### src/sv/pli_pkg.sv
// shared types and constants for the positional list block
package pli_pkg;

  // field widths of the input and result words
  localparam int OP_W    = 2;
  localparam int POS_W   = 8;
  localparam int VALUE_W = 32;
  localparam int ST_W    = 2;

  // packed word widths, rounded up to whole bytes
  localparam int IN_FIELDS_W  = OP_W + POS_W + VALUE_W;
  localparam int IN_DATA_W    = ((IN_FIELDS_W + 7) / 8) * 8;
  localparam int OUT_FIELDS_W = VALUE_W + ST_W;
  localparam int OUT_DATA_W   = ((OUT_FIELDS_W + 7) / 8) * 8;
  localparam int OUT_PAD_W    = OUT_DATA_W - OUT_FIELDS_W;

  // default list depth
  localparam int DEF_CAPACITY = 16;

  // operation codes, code 3 is unused
  typedef enum logic [OP_W-1:0] {
    OP_INSERT = 2'd0,
    OP_REMOVE = 2'd1,
    OP_GET    = 2'd2
  } op_t;

  // result status codes
  typedef enum logic [ST_W-1:0] {
    ST_OK     = 2'd0,
    ST_EMPTY  = 2'd1,
    ST_BADPOS = 2'd2,
    ST_FULL   = 2'd3
  } status_t;

endpackage

### src/sv/positional_list_insert_remove.sv
// positional list: insert, remove and get at a position over a row of shifting cells
//
// Input channel s_tvalid/s_tready/s_tdata carries one operation word:
// an insert, remove or get at a zero-based position. Output channel
// m_tvalid/m_tready/m_tdata carries exactly one result word per input
// word: the removed or read value (zero for an insert and for errors)
// and a status (ok, list empty, invalid position, list full).
// The accepted word is held in an input register, then decoded,
// checked and applied to the list in one pass that loads the result
// register. Throughput is one word per cycle while m_tready stays
// high; the list cells all shift in parallel, so each operation
// completes in the single pass regardless of position or list length.
// Reset empties the list (entry count zero) and drops any word in
// flight. When the receiver stalls, the result register holds its
// word, the input register fills behind it, and s_tready then drops
// until m_tready returns; nothing is lost or repeated.
module positional_list_insert_remove #(
  parameter int CAPACITY = pli_pkg::DEF_CAPACITY
) (
  input  logic                          clk,
  input  logic                          rst,
  // s_tdata, low bit up: operation[2], position[8], value[32], zero fill
  input  logic [pli_pkg::IN_DATA_W-1:0]  s_tdata,
  input  logic                          s_tvalid,
  output logic                          s_tready,
  // m_tdata, low bit up: result_value[32], status[2], zero fill
  output logic [pli_pkg::OUT_DATA_W-1:0] m_tdata,
  output logic                          m_tvalid,
  input  logic                          m_tready
);
  import pli_pkg::*;

  localparam int CNT_W = $clog2(CAPACITY + 1);
  localparam int IDX_W = $clog2(CAPACITY);
  localparam int CMP_W = (CNT_W > POS_W) ? CNT_W : POS_W;

  // input register
  logic                      in_valid;
  logic [OP_W-1:0]           in_op;
  logic [POS_W-1:0]          in_pos;
  logic signed [VALUE_W-1:0] in_value;

  // list state
  logic [CNT_W-1:0]          count;
  logic [CNT_W-1:0]          count_next;
  logic signed [VALUE_W-1:0] cells      [CAPACITY];
  logic signed [VALUE_W-1:0] cells_next [CAPACITY];

  // result register
  logic signed [VALUE_W-1:0] result_value;
  logic signed [VALUE_W-1:0] result_value_next;
  status_t                   status;
  status_t                   status_next;

  logic                      out_load;
  logic                      in_load;
  logic [CMP_W-1:0]          pos_ext;
  logic [CMP_W-1:0]          cnt_ext;
  logic                      is_full;
  logic                      is_empty;
  logic signed [VALUE_W-1:0] rd_value;
  logic                      do_insert;
  logic                      do_remove;

  // handshake: result register frees when empty or taken
  assign out_load = in_valid && (!m_tvalid || m_tready);
  assign in_load  = !in_valid || !m_tvalid || m_tready;
  assign s_tready = in_load;

  // capture the input word
  always_ff @(posedge clk) begin
    if (rst) begin
      in_valid <= 1'b0;
    end else if (in_load) begin
      in_valid <= s_tvalid;
    end
  end

  always_ff @(posedge clk) begin
    if (in_load && s_tvalid) begin
      in_op    <= s_tdata[OP_W-1:0];
      in_pos   <= s_tdata[OP_W +: POS_W];
      in_value <= s_tdata[OP_W + POS_W +: VALUE_W];
    end
  end

  // position checks and the read mux
  assign pos_ext  = CMP_W'(in_pos);
  assign cnt_ext  = CMP_W'(count);
  assign is_full  = (count == CNT_W'(CAPACITY));
  assign is_empty = (count == '0);
  assign rd_value = cells[in_pos[IDX_W-1:0]];

  // status and result decode
  always_comb begin
    status_next       = ST_OK;
    result_value_next = '0;
    do_insert         = 1'b0;
    do_remove         = 1'b0;
    case (in_op)
      OP_INSERT: begin
        if (pos_ext > cnt_ext) begin
          status_next = ST_BADPOS;
        end else if (is_full) begin
          status_next = ST_FULL;
        end else begin
          do_insert = 1'b1;
        end
      end
      OP_REMOVE: begin
        if (is_empty) begin
          status_next = ST_EMPTY;
        end else if (pos_ext >= cnt_ext) begin
          status_next = ST_BADPOS;
        end else begin
          result_value_next = rd_value;
          do_remove         = 1'b1;
        end
      end
      OP_GET: begin
        if (pos_ext >= cnt_ext) begin
          status_next = ST_BADPOS;
        end else begin
          result_value_next = rd_value;
        end
      end
      default: begin
        status_next = ST_BADPOS;
      end
    endcase
  end

  // each cell picks its neighbor, the new value, or holds
  always_comb begin
    for (int i = 0; i < CAPACITY; i++) begin
      cells_next[i] = cells[i];
      if (do_insert) begin
        if (CMP_W'(i) == pos_ext) begin
          cells_next[i] = in_value;
        end else if (i > 0 && CMP_W'(i) > pos_ext) begin
          cells_next[i] = cells[(i > 0) ? i - 1 : 0];
        end
      end else if (do_remove) begin
        if (i < CAPACITY - 1 && CMP_W'(i) >= pos_ext) begin
          cells_next[i] = cells[(i < CAPACITY - 1) ? i + 1 : i];
        end
      end
    end
  end

  // entry count update
  always_comb begin
    count_next = count;
    if (do_insert) begin
      count_next = count + CNT_W'(1);
    end else if (do_remove) begin
      count_next = count - CNT_W'(1);
    end
  end

  // list state registers
  always_ff @(posedge clk) begin
    if (rst) begin
      count <= '0;
    end else if (out_load) begin
      count <= count_next;
    end
  end

  always_ff @(posedge clk) begin
    if (out_load) begin
      for (int i = 0; i < CAPACITY; i++) begin
        cells[i] <= cells_next[i];
      end
    end
  end

  // result register
  always_ff @(posedge clk) begin
    if (rst) begin
      m_tvalid <= 1'b0;
    end else if (out_load) begin
      m_tvalid <= 1'b1;
    end else if (m_tready) begin
      m_tvalid <= 1'b0;
    end
  end

  always_ff @(posedge clk) begin
    if (out_load) begin
      result_value <= result_value_next;
      status       <= status_next;
    end
  end

  assign m_tdata = {{OUT_PAD_W{1'b0}}, status, result_value};

  // checks
  a_count_bound: assert property (@(posedge clk) disable iff (rst)
    count <= CNT_W'(CAPACITY))
    else $error("entry count above capacity");

  a_insert_grows: assert property (@(posedge clk) disable iff (rst)
    out_load && do_insert |=> count == $past(count) + CNT_W'(1))
    else $error("insert did not grow the list");

  a_error_holds: assert property (@(posedge clk) disable iff (rst)
    out_load && status_next != ST_OK |=> $stable(count))
    else $error("failed operation changed the list length");

  a_error_zero: assert property (@(posedge clk) disable iff (rst)
    m_tvalid && status != ST_OK |-> result_value == '0)
    else $error("error result carries a nonzero value");

endmodule

### config.mk
export PLATFORM = sky130hd
export DESIGN_NAME = positional_list_insert_remove
export DESIGN_NICKNAME = d
export VERILOG_FILES = /design/src/sv/pli_pkg.sv /design/src/sv/positional_list_insert_remove.sv
export SDC_FILE = /design/constraint.sdc
export NUM_CORES = 1
export LEC_CHECK = 0
export BUFFER_PORTS_ARGS = -buffer_cell sky130_fd_sc_hd__buf_4
export CAP_MARGIN = 20
export CORE_MARGIN = 2
export CORE_UTILIZATION = 60
export CTS_BUF_LIST = sky130_fd_sc_hd__clkbuf_16
export DETAILED_ROUTE_END_ITERATION = 10
export GPL_ROUTABILITY_DRIVEN = 0
export PLACE_DENSITY = 0.89
export SLEW_MARGIN = 5
export SYNTH_ARGS = -nofsm -noshare
export SYNTH_HDL_FRONTEND = slang
export SYNTH_SLANG_ARGS = --single-unit
### constraint.sdc
create_clock -name clk -period 8.7 [get_ports clk]
set_clock_uncertainty 0.2 [all_clocks]
set_input_delay 1.305 -clock clk [delete_from_list [all_inputs] [get_ports clk]]
set_output_delay 1.305 -clock clk [all_outputs]
set_load 0.005 [all_outputs]
==> run summary <==
HP Class: reg2reg
Vias/cell: 6.828
Chip width: 238.2 um
Lkg Pwr: 14.39 nW
Rows: 85
Remaining antenna violation count: 0
P&R area growth vs syn: 9.048%
Post-Synthesis Cells: 2648
Full die area: 56740 sq um
RSZ-0062 raised after global routing: no
CP Class: reg2reg
Number of CTS-inserted buffers: 60
Yosys reg bits: 599
IO Count: 94
GRT Util Overall: 31.14%
Max VDD drop: 0.0002048 V
Fmax: 0.1772 GHz
Antenna cells: 0
Min setup slack post-route: 3.056 ns
Worst Tran Pin Value: 1.282 ns
Final HPWL DP: 47590 um
Starting density of the core: 60.92%
Mapped Area: 32910 sq um
Pwr dens: 174.1 nW/um^2
Syn_area_per_cell: 12.43 sq um
Status: finished clean
# DRC: 0
Number of setup violations in the final report: 0
Max Buffers Root-to-Sink: 3
Crit-path leading delay family: buffers and inverters
Req. time, crit path: 8.84 ns
Root buffer cell: clkbuf_16
Cell repeated most along the worst path: buf_4
Main synth FF type: edfxtp_1
Max-cap violations: 0
Min Tclk post-route: 5.644 ns
Number of iterations in the first detailed-routing pass: 6
Detailed Route WL: 88690 um
Synth warn: 0
Crit path DAT: 5.79 ns
# clock sinks: 599
Core area: 54030 sq um
CTS clock-pin slew for the worst setup and hold paths: 0.07 ns
Post-synthesis sequential area ratio: 54.32%
Iter 0 DRT Violations: 2865
Post-CTS Repair Setup Buffers: 0
Share of layout cells above drive strength 1: 17.47%
Nets@finish: 2666
Vias in the first global route: 22842
First-pass GRT wire length: 133900 um
CTS Hold Buffers Added: 0
CTS HTree Levels: 2
CP Max Fanout: 353
Die height: 238.2 um
Crit path launch type: flop
PostCTS Resize Cnt: 0
Setup_tns: 0 ns
Dpl ws: 3.114 ns
Antenna violations before repair: 0
EDFF count, synth: 588
Worst skew pair latency: 0.65 ns
Crit-path slowest cell: edfxtp_1
WP buf/inv: 4
Worst reg2reg setup slack: 3.06 ns
Netlist cell types: 50
Largest stage delay, worst path: 0.99 ns
Power Total: 6.248 mW
CTS tree: yes
Average wire per standard cell: 26.51 um
Hold violation total from the final report: 0
CP cell instances: ha_1 > nand4_1 > mux2i_1 > a21oi_1 > nor3_4 > buf_4 > inv_8 > buf_12 > buf_4 > o21ai_0
Fin. max-slew vios: 0
Largest net degree at the start of global routing: 354
Critical Path End Type: flop
Async SR Flop Fraction: 0%
Vias: 22845
Tcrit/Tclk final: 64.87%
PortBufs: 81
Relative slew margins: 14.51%
Global route total overflow: 0
-- sequential cells by signal, indices dropped and copies added, names as in the netlist, named ones only --
register      flops
result_value     32
in_value         32
status            2
in_op             2
in_valid          1
in_pos            8
m_tvalid          1
count             5
cells           512
-- per-layer routing --
| layer | vias up | part of all wire, % | global-route usage (%) |
|---|---|---|---|
| li1 | 9804 | - | - |
| met1 | 11081 | 35 | 38.67 |
| met2 | 1555 | 48 | 52.15 |
| met3 | 405 | 11 | 6.062 |
| met4 | 0 | 6.0 | 16.27 |
| met5 | - | 0 | 0 |
-- cell type report --
cell class,instances,area [sq um]
fill,3647,18140
sequential,599,17890
multi-input combinational,1800,14060
clock buffer,62,1551
timing repair buffer,130,1001
tap,696,870.8
clock inverter,49,475.5
inverter,10,45.04
-- stage by stage --
stage	hold WS (ns)	cell area [sq um]	util (%)	std cells
floorplan	0.2868	32930	-	2653
global placement	0.3006	33860	62.68	3235
detailed placement	0.3294	33860	62.68	3235
CTS	0.3638	35890	66.43	3346
global route	0.3892	35890	66.43	3346
finish	0.3581	35890	66.43	3346
-- cells by family (layout without fill, tap and decap cells) --
kind of cell               after synthesis  after routing  share of synthesized area, %
AOI/OAI and AO/OA                      472            472                         7.265
xor gates and xnor gates                 2              2                       0.05323
DFF                                    599            599                         54.32
muxes                                  650            650                         26.00
adders and majority gates               13             13                        0.5170
and+or+nand+nor                        657            657                         8.261
other                                    1              6                       0.01139
buffers and inverters                  254            251                         3.577
-- final timing paths --
kind / endpoint / start / cells past startpoint
setup / recovery: cells[7][20]$_DFFE_PP_ / in_pos[3]$_DFFE_PP_ / 10
hold / removal: count[1]$_SDFFE_PP0P_ / count[1]$_SDFFE_PP0P_ / 2
setup reg to reg: cells[7][20]$_DFFE_PP_ / in_pos[3]$_DFFE_PP_ / 10
hold reg to reg: count[1]$_SDFFE_PP0P_ / count[1]$_SDFFE_PP0P_ / 2
-- cell usage in the layout, fill, tap and decap left out, types with 3 or more instances in the layout --
master / netlist / routed
and3_1: 35 / 34
o21ai_0: 373 / 373
nor3_2: 2 / 7
bufinv_16: 0 / 9
o21ai_1: 79 / 79
nor2b_1: 5 / 3
nor2_4: 3 / 5
clkinvlp_4: 0 / 5
clkinv_2: 0 / 11
inv_1: 9 / 13
ha_1: 12 / 12
clkinv_1: 0 / 15
nor4_2: 1 / 3
buf_4: 14 / 128
nand2b_1: 10 / 9
nor2_1: 19 / 17
nand2_1: 556 / 554
mux2_2: 38 / 38
dfxtp_1: 11 / 7
a21oi_1: 11 / 8
conb_1: 1 / 6
mux4_2: 160 / 160
clkbuf_16: 0 / 62
mux2i_1: 451 / 451
a21oi_4: 0 / 3
edfxtp_1: 588 / 588
-- power by group --
| group | total (mW) | switching [mW] | internal, mW |
|---|---|---|---|
| clock | 2.71 | 1.16 | 1.55 |
| sequential | 3.22 | 0.0662 | 3.15 |
| combinational | 0.316 | 0.152 | 0.164 |
| total | 6.25 | 1.38 | 4.87 |
-- worst reg2reg max path: stages (launching register included) --
cell and delay [ns]:
edfxtp_1 0.99, ha_1 0.41, nand4_1 0.11, mux2i_1 0.08, a21oi_1 0.28, nor3_4 0.08
buf_4 0.36, inv_8 0.78, buf_12 0.87, buf_4 0.91, o21ai_0 0.27
-- synthesized netlist by cell type, types with 2 or more instances --
| cell type | n | area [sq um] |
|---|---|---|
| edfxtp_1 | 588 | 17660 |
| nand2_1 | 556 | 2087 |
| mux2i_1 | 451 | 4514 |
| o21ai_0 | 373 | 1867 |
| mux4_2 | 160 | 3603 |
| clkbuf_1 | 132 | 495.5 |
| buf_2 | 84 | 420.4 |
| o21ai_1 | 79 | 395.4 |
| mux2_2 | 38 | 427.9 |
| and3_1 | 35 | 219.0 |
| nor2_1 | 19 | 71.32 |
| buf_4 | 14 | 105.1 |
| ha_1 | 12 | 150.1 |
| a21oi_1 | 11 | 55.05 |
| dfxtp_1 | 11 | 220.2 |
| nand2b_1 | 10 | 62.56 |
| inv_1 | 9 | 33.78 |
| buf_1 | 8 | 30.03 |
| nor3_1 | 7 | 35.03 |
| nor2b_1 | 5 | 31.28 |
| nand3_1 | 4 | 20.02 |
| buf_6 | 3 | 33.78 |
| nor2_4 | 3 | 33.78 |
| nor4_1 | 3 | 18.77 |
| a211oi_1 | 2 | 15.01 |
| a21o_1 | 2 | 15.01 |
| buf_12 | 2 | 40.04 |
| nand3b_1 | 2 | 15.01 |
| nand4_1 | 2 | 12.51 |
| nor3_2 | 2 | 20.02 |
| nor3b_2 | 2 | 25.02 |
(Power assumes the default switching activity.)
